`src/rtl/core/dhkv_pkg.sv`:
```
`timescale 1ns / 1ps
// Shared types and constants for the double hash key/value map.
package dhkv_pkg;

	localparam int unsigned MIN_SIZE = 7;

	typedef enum logic [1:0] {
		OP_LOOKUP = 2'd0,
		OP_INSERT = 2'd1,
		OP_DELETE = 2'd2,
		OP_OTHER  = 2'd3
	} op_t;

	typedef enum logic [1:0] {
		ST_OK       = 2'd0,
		ST_NOT_FND  = 2'd1,
		ST_FULL     = 2'd2,
		ST_ZERO_KEY = 2'd3
	} status_t;

	typedef enum logic [1:0] {
		TAG_EMPTY = 2'd0,
		TAG_USED  = 2'd1,
		TAG_GONE  = 2'd2,
		TAG_RSVD  = 2'd3
	} tag_t;

	typedef enum logic [3:0] {
		FSM_CLEAR,
		FSM_IDLE,
		FSM_MOD,
		FSM_STEP,
		FSM_READ,
		FSM_CHECK,
		FSM_WRITE,
		FSM_DONE
	} fsm_t;

	// Commands from controller to datapath
	typedef struct packed {
		logic clear_wr;
		logic load;
		logic mod_start;
		logic fix_step;
		logic rd;
		logic advance;
		logic decide;
		logic commit;
		logic out_load;
	} dhkv_cmd_t;

	// Status from datapath to controller
	typedef struct packed {
		logic clear_last;
		logic mod_done;
		logic zero_key;
		logic stop;
	} dhkv_sts_t;

endpackage

```
`src/rtl/core/dhkv_ctrl.sv`:
```
`timescale 1ns / 1ps
// Controller state machine for the map.
module dhkv_ctrl (
	input  logic               clk,
	input  logic               arst_n,
	input  logic               in_valid,
	output logic               in_ready,
	input  logic               out_valid,
	input  logic               out_ready,
	input  dhkv_pkg::dhkv_sts_t sts,
	output dhkv_pkg::dhkv_cmd_t cmd,
	output logic               idle
);

	dhkv_pkg::fsm_t state_q, state_d;

	always_ff @(posedge clk or negedge arst_n) begin
		if (!arst_n) begin
			state_q <= dhkv_pkg::FSM_CLEAR;
		end else begin
			state_q <= state_d;
		end
	end

	// Next state and commands
	always_comb begin
		state_d  = state_q;
		cmd      = '0;
		in_ready = 1'b0;
		idle     = 1'b0;
		case (state_q)
			dhkv_pkg::FSM_CLEAR: begin
				cmd.clear_wr = 1'b1;
				idle         = 1'b1;
				if (sts.clear_last) begin
					state_d = dhkv_pkg::FSM_IDLE;
				end
			end
			dhkv_pkg::FSM_IDLE: begin
				in_ready = 1'b1;
				idle     = !out_valid;
				if (in_valid) begin
					cmd.load = 1'b1;
					state_d  = dhkv_pkg::FSM_MOD;
				end
			end
			dhkv_pkg::FSM_MOD: begin
				if (sts.zero_key) begin
					state_d = dhkv_pkg::FSM_DONE;
				end else begin
					cmd.mod_start = 1'b1;
					state_d       = dhkv_pkg::FSM_STEP;
				end
			end
			dhkv_pkg::FSM_STEP: begin
				if (sts.mod_done) begin
					cmd.fix_step = 1'b1;
					state_d      = dhkv_pkg::FSM_READ;
				end
			end
			dhkv_pkg::FSM_READ: begin
				cmd.rd  = 1'b1;
				state_d = dhkv_pkg::FSM_CHECK;
			end
			dhkv_pkg::FSM_CHECK: begin
				if (sts.stop) begin
					cmd.decide = 1'b1;
					state_d    = dhkv_pkg::FSM_WRITE;
				end else begin
					cmd.advance = 1'b1;
					state_d     = dhkv_pkg::FSM_READ;
				end
			end
			dhkv_pkg::FSM_WRITE: begin
				cmd.commit = 1'b1;
				state_d    = dhkv_pkg::FSM_DONE;
			end
			dhkv_pkg::FSM_DONE: begin
				if (!out_valid || out_ready) begin
					cmd.out_load = 1'b1;
					state_d      = dhkv_pkg::FSM_IDLE;
				end
			end
			default: state_d = dhkv_pkg::FSM_IDLE;
		endcase
	end

	// Assertions
	ap_no_accept_busy: assert property (@(posedge clk) disable iff (!arst_n)
		(in_ready |-> state_q == dhkv_pkg::FSM_IDLE)) else $error("accept outside idle");
	ap_commit_after_decide: assert property (@(posedge clk) disable iff (!arst_n)
		(cmd.decide |=> cmd.commit)) else $error("decide not followed by commit");
	ap_load_then_mod: assert property (@(posedge clk) disable iff (!arst_n)
		(cmd.load |=> state_q == dhkv_pkg::FSM_MOD)) else $error("load lost");

endmodule

```
`config.mk`:
```
export PLATFORM = sky130hd
export DESIGN_NAME = dhkv_ctrl
export DESIGN_NICKNAME = d
export VERILOG_FILES = /design/src/rtl/core/dhkv_pkg.sv /design/src/rtl/core/dhkv_ctrl.sv
export SDC_FILE = /design/constraint.sdc
export NUM_CORES = 1
export LEC_CHECK = 0
export BUFFER_PORTS_ARGS = -buffer_cell sky130_fd_sc_hd__buf_4
export CORE_AREA = 4 4 41 43
export DETAILED_ROUTE_END_ITERATION = 10
export DIE_AREA = 0 0 45 47
export GPL_TIMING_DRIVEN = 1
export SYNTH_ARGS = -nofsm -noshare
export SYNTH_HDL_FRONTEND = slang
export SYNTH_SLANG_ARGS = --single-unit
export TNS_END_PERCENT = 5
```
`constraint.sdc`:
```
create_clock -name clk -period 1.5 [get_ports clk]
set_clock_uncertainty 0.15 [all_clocks]
set_input_delay 0.15 -clock clk [delete_from_list [all_inputs] [get_ports clk]]
set_output_delay 0.15 -clock clk [all_outputs]
set_load 0.02 [all_outputs]
```
After elaboration in Yosys (flattened, before gate mapping)
Index checks and enable logic that the tools add are counted.

storage, ports and cells
  bits in registers = 4
  bits in latches = 0
  RAM bits = 0
  memory bits (read-only) = 0
  input port bits = 9
  output and inout bits = 11
  word-level logic and storage cells = 39
  memories kept = 0

cells by class
  add/subtract/negate cells = 0
  multiply operators = 0
  divide/modulo/power cells = 0
  $lt $le $gt $ge = 0
  equality and inequality tests = 11
  shift-type cells = 0
  mux-type cells = 23
  bitwise operators = 0
  reduce and logical (&&, ||, !) cells = 4

operators by type and width
  cell                  number
  $pmux W4 S8           1
  $eq A4 B3 Y1 const B  4
  $mux W4               4
  $mux W1               14
  $eq A4 B2 Y1 const B  2
  $ne A2 B2 Y1 const B  4
  $eq A4 B1 Y1 const B  1
  $logic_not A4 Y1      1
  $mux W2               2
  $reduce_and A4 Y1     1
  $mux W3               1
  $pmux W1 S2           1
  $logic_not A1 Y1      1
  $logic_or A1 B1 Y1    1

Logic depth before layout (Yosys ltp)
Gate-level depths: netlist of the first run.

  depth in word-level cells = 4
  mapped depth = 4
  gate-level depth less buffers = 3

Worst setup path before layout of the first run
OpenSTA, ideal clock, no wires.

  path type = register to output
  start = register state_q[2]
  end = output cmd[6] in the netlist's numbering
  arrival = 1.314 ns
  data required time = 1.200 ns
  path slack = -0.114 ns
  stages on the path, launching flop included = 4
  path buffers = 2
  cells stage by stage = dfrtp_1 > buf_2 > buf_6 > nor4_1

RTL lines
  what                      line             source
  start: declaration        dhkv_ctrl.sv:15  dhkv_pkg::fsm_t state_q, state_d;
  start signal: assignment  dhkv_ctrl.sv:19  state_q <= dhkv_pkg::FSM_CLEAR;
  start signal: assignment  dhkv_ctrl.sv:21  state_q <= state_d;
  end: declaration          dhkv_ctrl.sv:11  output dhkv_pkg::dhkv_cmd_t cmd,

==> results by group, run 1 <==
Worst setup path
  • Crit path max-delay family: flip-flops
  • Reg2Reg Depth: 4
  • Slowest-stage cell, CP: dfrtp_2
  • Slowest stage delay, CP: 430 ps
  • CP Buf/Inv Count: 1
  • Worst Path Arrival: 1190 ps
  • Worst Path Required: 1200 ps
  • R2R setup slack: 150 ps
  • Worst setup EP type: output pin
  • Worst reg2reg endpoint: state_q[0]
  • Worst Path Max Fanout: 6
  • CP cell instances: nand2b_4 > nor2_2 > and2_4 > buf_6
  • Critical path type: reg -> out
  • Reg-to-reg critical path startpoint: state_q[0]
  • CP startpoint kind: flip-flop

Logic synthesis
  • Post-synthesis cell area: 298 sq um
  • Register area share after synthesis: 25.2%
  • Synth Flop Type: dfrtp_1
  • Ys async rst share: 100%
  • Synth area leaders: dfrtp_1, nor3b_2, buf_6
  • #FFs+latches synth: 3
  • Distinct cells, synth: 24
  • Yosys top cell by area: dfrtp_1
  • Syn Nets: 44
  • Avg Cell Area, Syn: 8.51 sq um
  • Post-Syn Instances: 35
  • Number of flops mapped to enable cells by yosys: 0
  • Synth cell count leaders: dfrtp_1, nor2_1
  • Post-synth top area share: 25.2%
  • Yosys Warn Count: 0

Clock network
  • Worst skew pair latency: 240 ps
  • Clk pin slew, worst setup/hold paths: 40 ps
  • CTS tree: done
  • Root buffer cell: clkbuf_4
  • Num CTS Buffers: 3
  • Maximum clock path buffer count: 2
  • Clock Sinks: 3
  • H-tree depth: 1

Placed design
  • Area after DPL: 440 sq um
  • GPL Wtd Cong: 0.779
  • Placed cells: 66
  • Hpwl dp: 584 microns
  • Count of input and output buffers: 19

GRT
  • Total GRT Usage: 9.34%
  • Overflow after GRT: 0
  • First-pass GRT wire length: 1410 microns
  • Initial antenna violation count: 0
  • Pin count of the biggest net entering global routing: 18
  • Vias in the first global route: 335

Die
  • Die H: 47 microns
  • Row count: 13
  • Initial Util: 22.9%
  • I/O pin count: 20
  • Die area: 2120 sq um
  • Area of the core: 1300 sq um
  • Die Span X: 45 microns

Power
  • Worst vdd ir: 862 uV
  • PD cells: 2140 nW/um^2
  • Lkg Pwr: 0.246 nW

Finish
  • Final Cell Area: 532 sq um
  • Max reg flops: 3
  • Filler cell count: 149
  • Final Core Density: 40.9%
  • Antenna fix cells: 0
  • Biggest regs: state_q (3)
  • Final Net Count: 72
  • Biggest register: state_q
  • Area grow syn2layout: 78.6%
  • Fraction of layout cells with a size suffix above 1: 62.9%
  • Final cell count without fillers: 77

STA
  • Max transition margin: 84.1%
  • Final setup fails: 0
  • Worst Tran Pin Value: 238 ps
  • FMAX: 0.669 GHz
  • Hold Fails Final Rpt: 0
  • Fin. max-slew vios: 0
  • RSZ-0062 raised after global routing: true
  • Min Tclk post-route: 1490 ps
  • Final worst path period share: 99.6%

Worst hold path
  • Hold crit path type: in -> async

Drt
  • Drt pass-1 iters: 2
  • Vias/cell: 4.61
  • Initial drt markers: 3
  • DR WL/cell: 11.4 microns
  • Vias after detailed routing: 355
  • Final wirelength: 881 microns
  • Routed Antenna Nets: 0
  • Number of remaining DRC errors: 0

Outcome
  • Status: finished clean

Run
  • Max Cap Viol: 0
-- what timing repair did --
item                                    CTS  global route
buffers inserted                          4             2
resized for setup                         4             1
hold buffers                              1             0
pin swaps                                 0             3
endpoints found under the setup margin   11            10
hold endpoints to repair                  3             0
cloned                                    0             0
-- per-stage QoR --
step | setup slack (ps) | hold WS, ps | setup TNS [ps] | total power [W]
after floorplan | 8.99 | -296 | 0 | 0.000691
after CTS | 1.62 | 91.9 | 0 | 0.00109
after global routing | -52.8 | 110 | -225 | 0.00122
after global placement | 119 | -210 | 0 | 0.000842
final | 6.03 | 83.5 | 0 | 0.00114
after detailed placement | 128 | -211 | 0 | 0.000843
-- worst max path at each step --
stage                     startpoint      to  depth (start not counted)
after floorplan           state_q[2]    idle                          3
after global placement    state_q[2]  cmd[4]                          2
after detailed placement  state_q[0]  cmd[7]                          4
after CTS                 state_q[1]  cmd[7]                          4
after global routing      state_q[1]    idle                          3
final                     state_q[1]  cmd[7]                          4
-- cells by family (layout without fill, tap and decap cells) --
group | count (synthesis) | count (layout) | synth area share (%)
flip-flops | 3 | 3 | 25.2
AO/OA/AOI/OAI | 9 | 9 | 19.3
multiplexers | 1 | 1 | 3.36
AND/OR/NAND/NOR | 17 | 17 | 39.9
buffers and inverters | 5 | 32 | 12.2
-- routing by layer --
metal  GRT usage (%)  part of all wire (%)  routed length [microns]
met5               0                     0                        0
met4            8.77                     0                        0
met3            2.30                    10                       88
met2            12.7                    45                      400
met1            11.9                    44                      392
-- layout by cell type (no fill, tap or decap), types with 2 or more instances in the layout --
cell | Yosys | layout
a21oi_1 | 2 | 2
buf_4 | 0 | 25
o22ai_1 | 2 | 2
dfrtp_2 | 0 | 3
nor3b_1 | 2 | 2
nor2_1 | 3 | 3
clkbuf_4 | 0 | 3
nor3b_2 | 2 | 2
nor3_1 | 2 | 2
-- layout make-up --
cell class	count	area, sq um	share of cell area, %
inverter	1	3.75	0.706
multi-input combinational	27	195	36.7
clock buffer	4	26.3	4.94
sequential	3	78.8	14.8
tap	15	18.8	3.53
timing repair buffer	27	209	39.3
-- power by group --
| part | internal, W | leakage [nW] | switching, W |
|---|---|---|---|
| Combinational | 0.000394 | 0.199 | 0.000346 |
| Sequential | 0.000131 | 0.0319 | 0.000118 |
| Clock | 0.000100 | 0.0150 | 0.0000465 |
(Power assumes the default switching activity.)
==> run 2, diff against run 1 <==
--- a/config.mk
+++ b/config.mk
@@ -8,4 +8,5 @@
 export BUFFER_PORTS_ARGS = -buffer_cell sky130_fd_sc_hd__buf_4
 export CORE_AREA = 4 4 41 43
+export CTS_BUF_LIST = sky130_fd_sc_hd__clkbuf_8
 export DETAILED_ROUTE_END_ITERATION = 10
 export DIE_AREA = 0 0 45 47
--- a/constraint.sdc
+++ b/constraint.sdc
@@ -3,3 +3,3 @@
 set_input_delay 0.15 -clock clk [delete_from_list [all_inputs] [get_ports clk]]
 set_output_delay 0.15 -clock clk [all_outputs]
-set_load 0.02 [all_outputs]
+set_load 0.005 [all_outputs]
==> results by group, run 2 (synthesis results as in run 1) <==
Outcome
  • Status: finished clean

STA
  • Max transition margin: 79.0%
  • Final worst path period share: 98.0%
  • FMAX: 0.681 GHz
  • Hold Fails Final Rpt: 0
  • Setup TNS: 0 ps
  • RSZ-0062 raised after global routing: true
  • Fin. max-slew vios: 0
  • Min Hold Slack: 106 ps
  • Final setup fails: 0
  • Worst Tran Pin Value: 315 ps
  • Min Tclk post-route: 1470 ps

Worst setup path
  • Critical path type: reg -> out
  • Worst Path Required: 1200 ps
  • Worst Path Max Fanout: 11
  • CP Buf/Inv Count: 1
  • Slowest stage delay, CP: 490 ps
  • CP cell instances: nand2b_4 > nor2_2 > and2_1 > buf_4
  • Reg2Reg Depth: 4
  • Reg-to-reg critical path startpoint: state_q[1]
  • R2R setup slack: 200 ps
  • Worst Path Arrival: 1170 ps
  • CP startpoint kind: flip-flop
  • Worst setup EP type: output pin
  • Slowest-stage cell, CP: dfrtp_2
  • Crit path max-delay family: flip-flops
  • Critical Path Start: state_q[0]
  • CP endpoint: cmd[7]
  • WP depth: 4
  • Worst reg2reg endpoint: state_q[0]

Power
  • Sw Share: 39.4%
  • Sequential Power Share: 26.7%
  • Combinational Power Share: 50.8%
  • Worst vdd ir: 1000 uV
  • Sw Pwr: 0.000416 W
  • Cell-internal power: 0.000638 W
  • Lkg Pwr: 0.243 nW
  • Clock power share: 22.5%
  • PD cells: 1980 nW/um^2
  • Total Power: 0.00105 W

Finish
  • Area grow syn2layout: 79.0%
  • Biggest register: state_q
  • Biggest regs: state_q (3)
  • Final cell count without fillers: 74
  • Most frequent cells in the layout: buf_4, nor2_1, nor3b_2, clkbuf_8, dfrtp_2
  • Filler cell count: 137
  • Final Core Density: 41.0%
  • Final Net Count: 69
  • Fraction of layout cells with a size suffix above 1: 62.7%
  • Reg area: 78.8 sq um
  • Commonest non-fill, non-tap cell in the layout: buf_4
  • Footprint of the multi-input gates: 206 sq um
  • Antenna fix cells: 0
  • Max reg flops: 3

Drt
  • Drt pass-1 iters: 4
  • Number of remaining DRC errors: 0
  • Initial drt markers: 5
  • Final wirelength: 834 microns
  • DR WL/cell: 11.3 microns
  • Vias after detailed routing: 334
  • Vias/cell: 4.51
  • Routed Antenna Nets: 0

Die
  • I/O pin count: 20
  • Die Span X: 45 microns
  • Initial Util: 22.9%
  • Die H: 47 microns
  • Row count: 13
  • Die area: 2120 sq um
  • Area of the core: 1300 sq um

Clock network
  • Clock Sinks: 3
  • Num CTS Buffers: 3
  • Root buffer cell: clkbuf_8
  • H-tree depth: 1
  • CTS tree: done
  • Clk pin slew, worst setup/hold paths: 30 ps
  • Worst skew pair latency: 220 ps
  • Maximum clock path buffer count: 2

Placed design
  • Placed cells: 65
  • Hpwl dp: 593 microns
  • GPL Wtd Cong: 0.701
  • Count of input and output buffers: 19

GRT
  • Vias in the first global route: 304
  • Pin count of the biggest net entering global routing: 18
  • Total GRT Usage: 8.29%
  • Overflow after GRT: 0
  • Initial antenna violation count: 0
  • First-pass GRT wire length: 1230 microns

Run
  • Max Cap Viol: 0

Worst hold path
  • Hold crit path type: in -> async
run 2: changes by cell type in the layout (fill, tap and decap cells not counted), sizes merged:
cell,change
buf,-4
inv,+1
run 2: layout make-up:
class                           count  area share, %
Clock buffer                        3           7.75
Clock inverter                      1          0.704
Inverter                            1          0.704
Multi-Input combinational cell     27           38.7
Sequential cell                     3           14.8
Tap cell                           15           3.52
Timing Repair Buffer               24           33.8
run 2: metrics by stage:
stage / worst slack (ps) / cell area (sq um)
2_1_floorplan: 304 / 298
3_3_place_gp: 104 / 427
3_5_place_dp: 78.1 / 427
4_1_cts: -5.33 / 492
5_1_grt: -29.8 / 533
6_report: 30.7 / 533
run 2: per-layer routing:
| layer | global-route usage, % | wire length (microns) |
|---|---|---|
| met4 | 7.02 | 19 |
| met5 | 0 | 0 |
| met2 | 12.1 | 333 |
| met3 | 2.68 | 102 |
| met1 | 9.75 | 379 |
run 2: how the worst min path moves through the flow:
| stage | to | slack, ps | cells past startpoint |
|---|---|---|---|
| 3_5_place_dp | state_q[1] | -210 | 1 |
| 6_report | state_q[2] | 110 | 2 |
| 5_1_grt | state_q[0] | 110 | 3 |
| 3_3_place_gp | state_q[2] | -210 | 1 |
| 4_1_cts | state_q[0] | 100 | 3 |
| 2_1_floorplan | state_q[0] | -300 | 0 |
run 2: repair_timing:
item,4_1_cts,5_1_grt
setup buffers,0,4
setup endpoints to repair,9,6
endpoints found under the hold margin,3,0
resized for setup,5,2
hold buffers,1,0
run 2: power groups by stage:
stage | combinational, W | clock [W] | sequential (W)
detailed placement | 0.000434 | 0 | 0.000273
finish | 0.000535 | 0.000237 | 0.000281
global route | 0.000584 | 0.000250 | 0.000299
floorplan | 0.000430 | 0 | 0.000147
global placement | 0.000433 | 0 | 0.000274
CTS | 0.000443 | 0.000242 | 0.000288
==> run 3, diff against run 2 <==
Settings changed: HOLD_SLACK_MARGIN set to 0.12.
==> results by group, run 3 (synthesis results as in run 1) <==
Outcome
  • Status: finished clean

Die
  • Die Span X: 45 microns
  • I/O pin count: 20
  • Area of the core: 1300 sq um
  • Die area: 2120 sq um
  • Die H: 47 microns
  • Row count: 13
  • Initial Util: 22.9%

Drt
  • Vias/cell: 4.50
  • Number of remaining DRC errors: 0
  • DR WL/cell: 11.7 microns
  • Final wirelength: 887 microns
  • Routed Antenna Nets: 0
  • Drt pass-1 iters: 4
  • Vias after detailed routing: 342
  • Initial drt markers: 6

Clock network
  • Clk pin slew, worst setup/hold paths: 30 ps
  • H-tree depth: 1
  • Worst skew pair latency: 220 ps
  • Num CTS Buffers: 3
  • CTS tree: done
  • Clock Sinks: 3
  • Root buffer cell: clkbuf_8
  • Maximum clock path buffer count: 2

Placed design
  • Pre-CTS WS: 78.1 ps
  • Placed cells: 65
  • GPL Wtd Cong: 0.701
  • Hpwl dp: 593 microns
  • Count of input and output buffers: 19
  • Area after DPL: 427 sq um

Finish
  • Biggest regs: state_q (3)
  • Fraction of layout cells with a size suffix above 1: 60.7%
  • Final Net Count: 71
  • Final Cell Area: 556 sq um
  • Filler cell count: 135
  • Biggest register: state_q
  • Max reg flops: 3
  • Area grow syn2layout: 86.6%
  • Antenna fix cells: 0
  • Commonest non-fill, non-tap cell in the layout: buf_4
  • Footprint of the multi-input gates: 206 sq um
  • Final cell count without fillers: 76
  • Reg area: 78.8 sq um

STA
  • RSZ-0062 raised after global routing: true
  • FMAX: 0.678 GHz
  • Min Hold Slack: 124 ps
  • Final setup fails: 0
  • PnR worst setup slack: 24.5 ps
  • Max transition margin: 79.4%
  • Fin. max-slew vios: 0
  • Worst Tran Pin Value: 308 ps
  • Hold Fails Final Rpt: 0
  • Min Tclk post-route: 1480 ps
  • Final worst path period share: 98.4%

Worst setup path
  • Worst Path Arrival: 1180 ps
  • Critical Path Start: state_q[0]
  • Reg-to-reg critical path startpoint: state_q[1]
  • Worst setup EP type: output pin
  • Worst Path Max Fanout: 13
  • Slowest stage delay, CP: 500 ps
  • R2R setup slack: 150 ps
  • Reg2Reg Depth: 4
  • CP endpoint: cmd[7]
  • Worst reg2reg endpoint: state_q[0]
  • Critical path type: reg -> out
  • CP startpoint kind: flip-flop
  • CP cell instances: nand2b_4 > nor2_2 > and2_1 > buf_4
  • Slowest-stage cell, CP: dfrtp_2
  • Worst Path Required: 1200 ps

GRT
  • Pin count of the biggest net entering global routing: 18
  • Vias in the first global route: 294
  • Overflow after GRT: 0
  • First-pass GRT wire length: 1210 microns
  • Total GRT Usage: 8.21%
  • Initial antenna violation count: 0

Power
  • Total Power: 0.00108 W
  • Lkg Pwr: 0.253 nW
  • PD cells: 1940 nW/um^2
  • Worst vdd ir: 842 uV

Run
  • Max Cap Viol: 0

Worst hold path
  • Hold crit path type: in -> reg
  • Hold Startpoint: sts[2]
[run 3: changes by cell type in the layout (fill, tap and decap cells not counted)]
| cell | delta |
|---|---|
| clkbuf_2 | -1 |
| buf_4 | +1 |
| dlygate4sd3_1 | +2 |
[run 3: metrics by stage]
stage / util (%) / TNS (ps)
2_1_floorplan: - / 0
3_3_place_gp: 32.8 / 0
3_5_place_dp: 32.8 / 0
4_1_cts: 39.3 / -9.61
5_1_grt: 42.7 / -170
6_report: 42.7 / 0
[run 3: repair_timing]
item                       in CTS  in global routing
setup buffers                   0                  4
hold endpoints to repair        4                  0
resized for setup               5                  2
pin swaps                       0                  1
setup endpoints to repair       9                  6
hold buffers                    3                  0
[run 3: routing by layer]
layer / routed length (microns) / part of all wire [%] / GRT usage [%] / up-vias
li1: - / - / - / 179
met2: 417 / 47 / 11.9 / 17
met3: 94 / 11 / 2.30 / 3
met4: 18 / 2.0 / 7.02 / 0
met1: 357 / 40 / 9.98 / 143
met5: 0 / 0 / 0 / -
[run 3: worst max-delay path: cells and delay by family (launching register included)]
| family | cells | cell delay [ps] |
|---|---|---|
| flip-flops | 1 | 500 |
| AND/OR/NAND/NOR | 3 | 330 |
| buffers and inverters | 1 | 130 |
[run 3: final cells by class]
class                           count  area share (%)
Multi-Input combinational cell     27            37.2
Sequential cell                     3            14.2
Timing Repair Buffer               26            36.5
Inverter                            1           0.676
Clock buffer                        3            7.43
Clock inverter                      1           0.676
Tap cell                           15            3.38
[run 3: power by group]
group / switching [W] / internal (W)
Sequential: 0.000162 / 0.000131
Combinational: 0.000198 / 0.000349
Clock: 0.0000632 / 0.000175
[run 3: how the worst min path moves through the flow]
stage / to / cells past startpoint
detailed placement: state_q[1] / 1
finish: state_q[2] / 3
floorplan: state_q[0] / 0
CTS: state_q[2] / 3
global route: state_q[2] / 3
global placement: state_q[2] / 1
